--- config.mk ---
export PLATFORM = sky130hd
export DESIGN_NAME = memory_test_pattern_checker_top
export DESIGN_NICKNAME = d
export VERILOG_FILES = /design/src/rtl/mtpc_pkg.sv /design/src/rtl/memory_test_pattern_checker_top.sv /design/src/rtl/mtpc_cfg.sv /design/src/rtl/mtpc_engine.sv /design/src/rtl/mtpc_out_reg.sv
export SDC_FILE = /design/constraint.sdc
export NUM_CORES = 1
export LEC_CHECK = 0
export ABC_AREA = 1
export BUFFER_PORTS_ARGS = -buffer_cell sky130_fd_sc_hd__buf_2
export CORE_MARGIN = 2
export CORE_UTILIZATION = 40
export DETAILED_ROUTE_END_ITERATION = 8
export GPL_TIMING_DRIVEN = 1
export SLEW_MARGIN = 20
export SYNTH_ARGS = -nofsm -noshare
export SYNTH_HDL_FRONTEND = slang
export SYNTH_SLANG_ARGS = --single-unit
--- constraint.sdc ---
create_clock -name aclk -period 4 [get_ports aclk]
set_clock_uncertainty 0.1 [all_clocks]
set_input_delay 1 -clock aclk [delete_from_list [all_inputs] [get_ports aclk]]
set_output_delay 1 -clock aclk [all_outputs]
set_load 0.1 [all_outputs]
--- src/rtl/mtpc_pkg.sv ---
// Shared types, constants and field widths of the memory test pattern checker.
`default_nettype none

package mtpc_pkg;

    // Default sizing of the sequencer counters.
    localparam int MAX_WORDS_DEF  = 1048576;
    localparam int MAX_PASSES_DEF = 4096;

    // Configuration register file.
    localparam int WORD_COUNT_W  = 21;
    localparam int PASS_COUNT_W  = 13;
    localparam int CFG_DATA_W    = 21;
    localparam int CFG_INDEX_W   = 1;
    localparam logic [CFG_INDEX_W-1:0] REG_WORD_COUNT = 1'd0;
    localparam logic [CFG_INDEX_W-1:0] REG_PASS_COUNT = 1'd1;
    localparam int WORD_COUNT_RESET = 32768;
    localparam int PASS_COUNT_RESET = 128;

    // Payload field widths.
    localparam int DATA_W     = 64;
    localparam int INDEX_W    = 20;
    localparam int PASS_NUM_W = 12;
    localparam int STATUS_W   = 3;

    // Multiplier of the address scramble term (index times this, mod 2^64).
    localparam logic [DATA_W-1:0] GOLDEN_MUL = 64'h9e37_79b9_7f4a_7c15;

    typedef enum logic [STATUS_W-1:0] {
        ST_STARTED     = 3'd0,
        ST_WRITE       = 3'd1,
        ST_MATCH       = 3'd2,
        ST_MISMATCH    = 3'd3,
        ST_ALL_PASSED  = 3'd4,
        ST_NOT_RUNNING = 3'd5
    } status_t;

    typedef struct packed {
        status_t                 status;
        logic [INDEX_W-1:0]      word_index;
        logic [PASS_NUM_W-1:0]   pass_number;
        logic [DATA_W-1:0]       pattern_word;
    } result_t;

    // Background pattern chosen by the low two bits of the pass number.
    function automatic logic [DATA_W-1:0] base_pattern(input logic [1:0] sel);
        logic [DATA_W-1:0] pat;
        unique case (sel)
            2'd0: pat = 64'h0000_0000_0000_0000;
            2'd1: pat = 64'hffff_ffff_ffff_ffff;
            2'd2: pat = 64'h5555_5555_5555_5555;
            2'd3: pat = 64'haaaa_aaaa_aaaa_aaaa;
            default: pat = '0;
        endcase
        return pat;
    endfunction

endpackage

`default_nettype wire

--- src/rtl/memory_test_pattern_checker_top.sv ---
// Top level of the memory test pattern checker.
`default_nettype none

// Write-then-verify memory self-test sequencer. A transfer with s_tuser low starts
// a test; each transfer with s_tuser high steps a running test and yields exactly
// one result: a write request (index and pattern) in the write phase, a compare of
// s_tdata against the expected word in the verify phase, or a not-running status.
// One transfer per clock is taken while the output register is free; its result is
// in that register on the next cycle. The state update sets the rate and keeps the
// index-times-constant scramble term as a running 64-bit sum. The user must write
// counts through the cfg port while no transfer is in flight; it is not enforced.
module memory_test_pattern_checker_top #(
    parameter int MAX_WORDS  = mtpc_pkg::MAX_WORDS_DEF,
    parameter int MAX_PASSES = mtpc_pkg::MAX_PASSES_DEF
) (
    input  wire logic                                aclk,
    input  wire logic                                aresetn,
    input  wire logic                                s_tvalid,
    output logic                                     s_tready,
    input  wire logic [63:0]                         s_tdata,  // read_data
    input  wire logic [0:0]                          s_tuser,  // op
    output logic                                     m_tvalid,
    input  wire logic                                m_tready,
    // word_index [19:0], pass_number [31:20], pattern_word [95:32]
    output logic      [95:0]                         m_tdata,
    output logic      [2:0]                          m_tuser,  // status
    input  wire logic                                cfg_wr_en,
    input  wire logic [mtpc_pkg::CFG_INDEX_W-1:0]    cfg_index,
    input  wire logic [mtpc_pkg::CFG_DATA_W-1:0]     cfg_data
);

    logic [$clog2(MAX_WORDS + 1)-1:0]  eff_words;
    logic [$clog2(MAX_PASSES + 1)-1:0] eff_passes;
    logic                              step_en;
    logic                              slot_free;
    mtpc_pkg::result_t                 step_res;
    mtpc_pkg::result_t                 out_res;

    assign s_tready = slot_free;
    assign step_en  = s_tvalid && slot_free;

    mtpc_cfg #(
        .MAX_WORDS  (MAX_WORDS),
        .MAX_PASSES (MAX_PASSES)
    ) u_cfg (
        .aclk       (aclk),
        .aresetn    (aresetn),
        .cfg_wr_en  (cfg_wr_en),
        .cfg_index  (cfg_index),
        .cfg_data   (cfg_data),
        .eff_words  (eff_words),
        .eff_passes (eff_passes)
    );

    mtpc_engine #(
        .MAX_WORDS  (MAX_WORDS),
        .MAX_PASSES (MAX_PASSES)
    ) u_engine (
        .aclk       (aclk),
        .aresetn    (aresetn),
        .step_en    (step_en),
        .op         (s_tuser[0]),
        .read_data  (s_tdata),
        .eff_words  (eff_words),
        .eff_passes (eff_passes),
        .result     (step_res)
    );

    mtpc_out_reg u_out (
        .aclk    (aclk),
        .aresetn (aresetn),
        .load    (step_en),
        .take    (m_tready),
        .res_in  (step_res),
        .ready   (slot_free),
        .valid   (m_tvalid),
        .res_out (out_res)
    );

    assign m_tuser = 3'(out_res.status);
    assign m_tdata = {out_res.pattern_word, out_res.pass_number, out_res.word_index};

endmodule

`default_nettype wire

--- src/rtl/mtpc_cfg.sv ---
// Configuration registers, kept as effective (clamped) word and pass limits.
`default_nettype none

module mtpc_cfg #(
    parameter int MAX_WORDS  = mtpc_pkg::MAX_WORDS_DEF,
    parameter int MAX_PASSES = mtpc_pkg::MAX_PASSES_DEF
) (
    input  wire logic                                   aclk,
    input  wire logic                                   aresetn,
    input  wire logic                                   cfg_wr_en,
    input  wire logic [mtpc_pkg::CFG_INDEX_W-1:0]       cfg_index,
    input  wire logic [mtpc_pkg::CFG_DATA_W-1:0]        cfg_data,
    output logic      [$clog2(MAX_WORDS + 1)-1:0]       eff_words,
    output logic      [$clog2(MAX_PASSES + 1)-1:0]      eff_passes
);

    localparam int WCNT_W = $clog2(MAX_WORDS + 1);
    localparam int PCNT_W = $clog2(MAX_PASSES + 1);

    // A zero count acts as one; a count above the maximum saturates.
    function automatic logic [31:0] eff_limit(input logic [31:0] v, input logic [31:0] maxv);
        logic [31:0] r;
        if (v == 32'd0) begin
            r = 32'd1;
        end else if (v > maxv) begin
            r = maxv;
        end else begin
            r = v;
        end
        return r;
    endfunction

    localparam logic [WCNT_W-1:0] WORDS_RESET =
        WCNT_W'(eff_limit(32'(mtpc_pkg::WORD_COUNT_RESET), 32'(MAX_WORDS)));
    localparam logic [PCNT_W-1:0] PASSES_RESET =
        PCNT_W'(eff_limit(32'(mtpc_pkg::PASS_COUNT_RESET), 32'(MAX_PASSES)));

    logic [WCNT_W-1:0] words_reg, words_next;
    logic [PCNT_W-1:0] passes_reg, passes_next;

    always_comb begin
        words_next  = words_reg;
        passes_next = passes_reg;
        if (cfg_wr_en) begin
            unique case (cfg_index)
                mtpc_pkg::REG_WORD_COUNT: begin
                    words_next = WCNT_W'(eff_limit(
                        32'(cfg_data[mtpc_pkg::WORD_COUNT_W-1:0]), 32'(MAX_WORDS)));
                end
                mtpc_pkg::REG_PASS_COUNT: begin
                    passes_next = PCNT_W'(eff_limit(
                        32'(cfg_data[mtpc_pkg::PASS_COUNT_W-1:0]), 32'(MAX_PASSES)));
                end
                default: begin
                    words_next  = words_reg;
                    passes_next = passes_reg;
                end
            endcase
        end
    end

    always_ff @(posedge aclk) begin
        if (!aresetn) begin
            words_reg  <= WORDS_RESET;
            passes_reg <= PASSES_RESET;
        end else begin
            words_reg  <= words_next;
            passes_reg <= passes_next;
        end
    end

    assign eff_words  = words_reg;
    assign eff_passes = passes_reg;

endmodule

`default_nettype wire

--- src/rtl/mtpc_engine.sv ---
// Test sequencer state and the per-step result logic.
`default_nettype none

module mtpc_engine #(
    parameter int MAX_WORDS  = mtpc_pkg::MAX_WORDS_DEF,
    parameter int MAX_PASSES = mtpc_pkg::MAX_PASSES_DEF
) (
    input  wire logic                                aclk,
    input  wire logic                                aresetn,
    input  wire logic                                step_en,
    input  wire logic                                op,
    input  wire logic [mtpc_pkg::DATA_W-1:0]         read_data,
    input  wire logic [$clog2(MAX_WORDS + 1)-1:0]    eff_words,
    input  wire logic [$clog2(MAX_PASSES + 1)-1:0]   eff_passes,
    output mtpc_pkg::result_t                        result
);

    localparam int WCNT_W = $clog2(MAX_WORDS + 1);
    localparam int PCNT_W = $clog2(MAX_PASSES + 1);
    localparam int WIDX_W = $clog2(MAX_WORDS);
    localparam int PIDX_W = (MAX_PASSES > 1) ? $clog2(MAX_PASSES) : 1;

    logic [WIDX_W-1:0]             word_reg, word_next;
    logic [PIDX_W-1:0]             pass_reg, pass_next;
    logic                          verify_reg, verify_next;
    logic                          running_reg, running_next;
    // Running sum of word index times the scramble multiplier.
    logic [mtpc_pkg::DATA_W-1:0]   acc_reg, acc_next;

    logic [mtpc_pkg::DATA_W-1:0]   expected;
    logic                          last_word;
    logic                          last_pass;

    assign expected  = mtpc_pkg::base_pattern(2'(pass_reg)) ^ acc_reg;
    assign last_word = ((WCNT_W + 1)'(word_reg) + (WCNT_W + 1)'(1))
                       >= (WCNT_W + 1)'(eff_words);
    assign last_pass = ((PCNT_W + 1)'(pass_reg) + (PCNT_W + 1)'(1))
                       >= (PCNT_W + 1)'(eff_passes);

    always_comb begin
        word_next    = word_reg;
        pass_next    = pass_reg;
        verify_next  = verify_reg;
        running_next = running_reg;
        acc_next     = acc_reg;

        result              = '0;
        result.status       = mtpc_pkg::ST_NOT_RUNNING;
        result.word_index   = mtpc_pkg::INDEX_W'(word_reg);
        result.pass_number  = mtpc_pkg::PASS_NUM_W'(pass_reg);
        result.pattern_word = expected;

        priority if (!op) begin
            word_next           = '0;
            pass_next           = '0;
            verify_next         = 1'b0;
            running_next        = 1'b1;
            acc_next            = '0;
            result              = '0;
            result.status       = mtpc_pkg::ST_STARTED;
        end else if (!running_reg) begin
            result              = '0;
            result.status       = mtpc_pkg::ST_NOT_RUNNING;
        end else if (!verify_reg) begin
            result.status = mtpc_pkg::ST_WRITE;
            if (last_word) begin
                word_next   = '0;
                acc_next    = '0;
                verify_next = 1'b1;
            end else begin
                word_next = word_reg + WIDX_W'(1);
                acc_next  = acc_reg + mtpc_pkg::GOLDEN_MUL;
            end
        end else if (read_data != expected) begin
            result.status = mtpc_pkg::ST_MISMATCH;
            running_next  = 1'b0;
        end else if (!last_word) begin
            result.status = mtpc_pkg::ST_MATCH;
            word_next     = word_reg + WIDX_W'(1);
            acc_next      = acc_reg + mtpc_pkg::GOLDEN_MUL;
        end else begin
            word_next   = '0;
            acc_next    = '0;
            verify_next = 1'b0;
            if (last_pass) begin
                result.status = mtpc_pkg::ST_ALL_PASSED;
                running_next  = 1'b0;
            end else begin
                result.status = mtpc_pkg::ST_MATCH;
                pass_next     = pass_reg + PIDX_W'(1);
            end
        end
    end

    always_ff @(posedge aclk) begin
        if (!aresetn) begin
            word_reg    <= '0;
            pass_reg    <= '0;
            verify_reg  <= 1'b0;
            running_reg <= 1'b0;
            acc_reg     <= '0;
        end else if (step_en) begin
            word_reg    <= word_next;
            pass_reg    <= pass_next;
            verify_reg  <= verify_next;
            running_reg <= running_next;
            acc_reg     <= acc_next;
        end
    end

    // The running sum must always equal the word index times the multiplier.
    a_acc_tracks_index: assert property (@(posedge aclk) disable iff (!aresetn)
        acc_reg == (mtpc_pkg::DATA_W'(word_reg) * mtpc_pkg::GOLDEN_MUL))
        else $error("scramble sum out of step with word index");

    // A start clears the counters and enters the write phase.
    a_start_clears: assert property (@(posedge aclk) disable iff (!aresetn)
        (step_en && !op) |=> (running_reg && !verify_reg && word_reg == '0 && pass_reg == '0))
        else $error("start did not reset the sequencer");

    // A step while stopped leaves the sequencer untouched.
    a_idle_holds: assert property (@(posedge aclk) disable iff (!aresetn)
        (step_en && op && !running_reg) |=>
            ($stable(word_reg) && $stable(pass_reg) && $stable(verify_reg) && !running_reg))
        else $error("stopped sequencer changed state");

    // The pass counter never leaves the sized range.
    a_pass_in_range: assert property (@(posedge aclk) disable iff (!aresetn)
        32'(pass_reg) < 32'(MAX_PASSES))
        else $error("pass counter beyond maximum");

endmodule

`default_nettype wire

--- src/rtl/mtpc_out_reg.sv ---
// Result register that decouples the result channel from the step logic.
`default_nettype none

module mtpc_out_reg (
    input  wire logic              aclk,
    input  wire logic              aresetn,
    input  wire logic              load,
    input  wire logic              take,
    input  wire mtpc_pkg::result_t res_in,
    output logic                   ready,
    output logic                   valid,
    output mtpc_pkg::result_t      res_out
);

    logic              valid_reg, valid_next;
    mtpc_pkg::result_t res_reg;

    // A new result can be loaded when the register is empty or drains this cycle.
    assign ready = !valid_reg || take;

    always_comb begin
        valid_next = valid_reg;
        if (load) begin
            valid_next = 1'b1;
        end else if (take) begin
            valid_next = 1'b0;
        end
    end

    always_ff @(posedge aclk) begin
        if (!aresetn) begin
            valid_reg <= 1'b0;
        end else begin
            valid_reg <= valid_next;
        end
    end

    always_ff @(posedge aclk) begin
        if (load) begin
            res_reg <= res_in;
        end
    end

    assign valid   = valid_reg;
    assign res_out = res_reg;

endmodule

`default_nettype wire
==> out/qor.yml <==
status:
  run_status: "complete, no violations"
sta:
  max_freq_mhz: 270
  worst_slew_pin_slew_ns: 1.11
  hold_viol: 0
  period_share_pct: 92.7
  finalCriticalPeriod_ns: 3.71
  final.setup.tns_ns: 0
  timing.final.setup_violations: 0
  timing.slew.headroom_pct: 26.2
  final-max-slew-violation-count: 0
  grt_setup_unrepaired: "false"
route:
  vias_after_detailed_routing: 17500
  drt-total-wl_um: 61500
  route.detailed.wl_per_inst_um: 18.5
  first_pass_iters: 6
  viasPerCell: 5.27
  detail_route.iter0.violations: 1455
  ant_nets: 0
  drc: 0
die:
  die_h_um: 206
  num_rows: 73
  design.portCount: 193
  fp.dieArea_um2: 42300
  die-width_um: 206
  initial_core_util_pct: 40.7
  core_region_area_um2: 39900
cells_and_area:
  final_cell_count_no_fill: 3317
  drive_gt1_share_pct: 10.5
  fillerInstances: 4231
  area.growth.synth_to_final_pct: 15.6
  largest_register_ff_count: 99
  fin_nets: 2900
  antenna_cells: 0
logic_synthesis:
  postSynth.topFlopCell: "dfxtp_1"
  yosys_warnings: 0
  syn-num-nets: 2742
  synthDominantCellAreaShare_pct: 21.0
  per_instance_average_area_after_synthesis_um2: 6.23
  netlist.top_cell.by_area: "nand2_1"
  synth-edff-count: 99
  ys_top_cells_by_area: "nand2_1 21%, edfxtp_1 18%, dfxtp_1 16%, nor2_1 7.9%, nand3_1 7.5%"
  synth_sequential_area_ratio_pct: 34.7
  synth_area_um2: 16300
  synth_seq_cells: 232
  netlist-cell-type-count: 33
  ys_async_sr_fraction_pct: 0
  syn_inst: 2611
global_routing:
  number_of_antenna_violations_at_the_first_check_in_global_routing: 0
  grt_util_all_layers_pct: 28.7
  vias_in_the_first_global_route: 16100
  pin_count_of_the_biggest_net_entering_global_routing: 85
  grt.overflow.total: 0
  grt_pass1_wl_um: 93800
clock_network:
  clock_insertion_delay_worst_skew_ns: 0.59
  cts_tree: "built"
  worst_setup_hold_path_clk_slew_ns: 0.06
  tritoncts_num_sinks: 232
  cts_max_path_buffers: 3
  cts.root.buffer_cell: "clkbuf_16"
  h-tree-depth: 1
  number_of_buffers_added_by_the_clock_tree_synthesis_step: 29
job:
  cap_viol_max_count: 0
power:
  netSwitchingPower_uw: 2330
  power.leakage_uw: 0.00876
  p_sw_share_pct: 34.0
  share_clk_of_total_power_pct: 39.4
  power_frac_comb_pct: 21.9
  pwr-share-seq_pct: 38.7
  internal_portion_of_total_power_uw: 4520
  power_density_nw_per_um2: 364
  ir_worst_vdd_mv: 0.386
placement:
  routability_congestion_estimate_from_global_placement: 1.00
  count_of_placed_standard_cells_including_taps: 3262
  numPortBuffers: 192
  detailedPlacementHpwl_um: 47400
worst_setup_path:
  critical_path_peak_fanout: 32
  worst_ep_required_time_ns: 4.38
  crit_path_start_kind: "flop"
  timing_worst_setup_path_type: "flop to flop"
  arrival_ns: 4.09
  critPathCaptureType: "flop"
worst_hold_path:
  holdCritPathClass: "flop to flop"
-- cell type report --
type / instances / area [µm²] / share of cell area (%)
multi-input combinational: 1971 / 9080 / 48.3
tap: 525 / 657 / 3.49
timing repair buffer: 233 / 1340 / 7.10
clock buffer: 37 / 756 / 4.02
inverter: 302 / 1140 / 6.06
sequential: 232 / 5640 / 30.0
clock inverter: 17 / 195 / 1.04
-- power by group through the flow --
stage,Combinational [µW],Clock [µW],Sequential (µW)
floorplan,708,0,3030
global placement,1470,0,2700
detailed placement,1480,0,2700
CTS,1480,2740,2650
global route,1620,2830,2660
finish,1500,2700,2650
-- worst paths after layout --
kind | from | endpoint | depth (start not counted) | slack [ns]
worst min-delay path | u_cfg.eff_passes[8] | u_cfg.eff_passes[8] | 2 | 0.36
worst min register to register | u_cfg.eff_passes[8] | u_cfg.eff_passes[8] | 2 | 0.36
worst max-delay path | u_engine.pass_reg[0] | u_engine.word_reg[4] | 17 | 0.29
worst max register to register | u_engine.pass_reg[0] | u_engine.word_reg[4] | 17 | 0.29
-- cell usage in the layout, fill, tap and decap left out, types with 4 or more instances in the layout --
master     instances
nand3_1          243
dfxtp_1          133
a21oi_1          182
o21ai_0           32
inv_1            296
nor2_1           341
edfxtp_1          99
nor3_1            64
buf_2            192
ha_1              39
clkbuf_1           8
nand2_1          906
bufinv_16          4
nand4_1           18
clkbuf_16         29
clkinv_2           7
buf_4             35
nand3b_1          47
o211ai_1           4
o21bai_1           4
clkinv_1           4
nor4_1             9
xor2_1            54
buf_12             5
-- what timing repair did --
action / in CTS / in global routing
hold buffers: 0 / 0
endpoints found under the setup margin: 0 / 24
resized for setup: 0 / 9
endpoints found under the hold margin: 0 / 0
buffers inserted: 0 / 0
-- logic make-up (layout without fill, tap and decap cells) --
family | Yosys count | after routing | synth area share, %
and+or+nand+nor | 1639 | 1640 | 41.8
adders and majority gates | 39 | 39 | 3.00
DFF | 232 | 232 | 34.7
xor gates and xnor gates | 55 | 55 | 2.96
buffers and inverters | 409 | 589 | 9.94
AOI/OAI and AO/OA | 237 | 237 | 7.60
-- synthesized netlist by cell type, types with 9 or more instances --
master / count
nor4_1: 9
nor2_1: 344
nand2_1: 909
edfxtp_1: 99
nand4_1: 18
o21ai_0: 32
clkbuf_1: 69
a21oi_1: 183
dfxtp_1: 133
nand3_1: 243
nand3b_1: 47
xor2_1: 55
inv_1: 297
nor3_1: 65
buf_2: 19
ha_1: 39
buf_4: 11
-- per-stage QoR --
step / instance area [µm²] / total power, µW / setup WS, ns / util, % / hold slack, ns
after floorplan: 16300 / 3740 / 0.103 / - / 0.335
after global placement: 17800 / 4170 / 0.333 / 44.6 / 0.354
after detailed placement: 17800 / 4180 / 0.202 / 44.6 / 0.356
after CTS: 18700 / 6880 / 0.184 / 47.0 / 0.365
after global routing: 18800 / 7110 / 0.0134 / 47.1 / 0.390
final: 18800 / 6840 / 0.291 / 47.1 / 0.363
-- routing by layer --
metal | global-route usage, % | part of all wire [%]
met5 | 0 | 0
met4 | 10.6 | 3.8
met3 | 2.74 | 6.1
met2 | 47.9 | 46
met1 | 38.6 | 44
-- worst max-delay path, stage by stage, from the launching register on --
cell,delay [ns]
dfxtp_1,0.44
inv_2,0.07
ha_1,0.40
inv_2,0.21
buf_4,0.20
nand2_1,0.08
nand3b_1,0.10
nand2_1,0.06
nor2_1,0.26
nand2_1,0.09
nor2_1,0.15
nand2_1,0.07
nor2_1,0.10
nand3_1,0.34
nand3_2,0.26
buf_4,0.37
nand3_1,0.13
a21oi_1,0.16
Note: power is estimated with default switching activity, not from simulation.
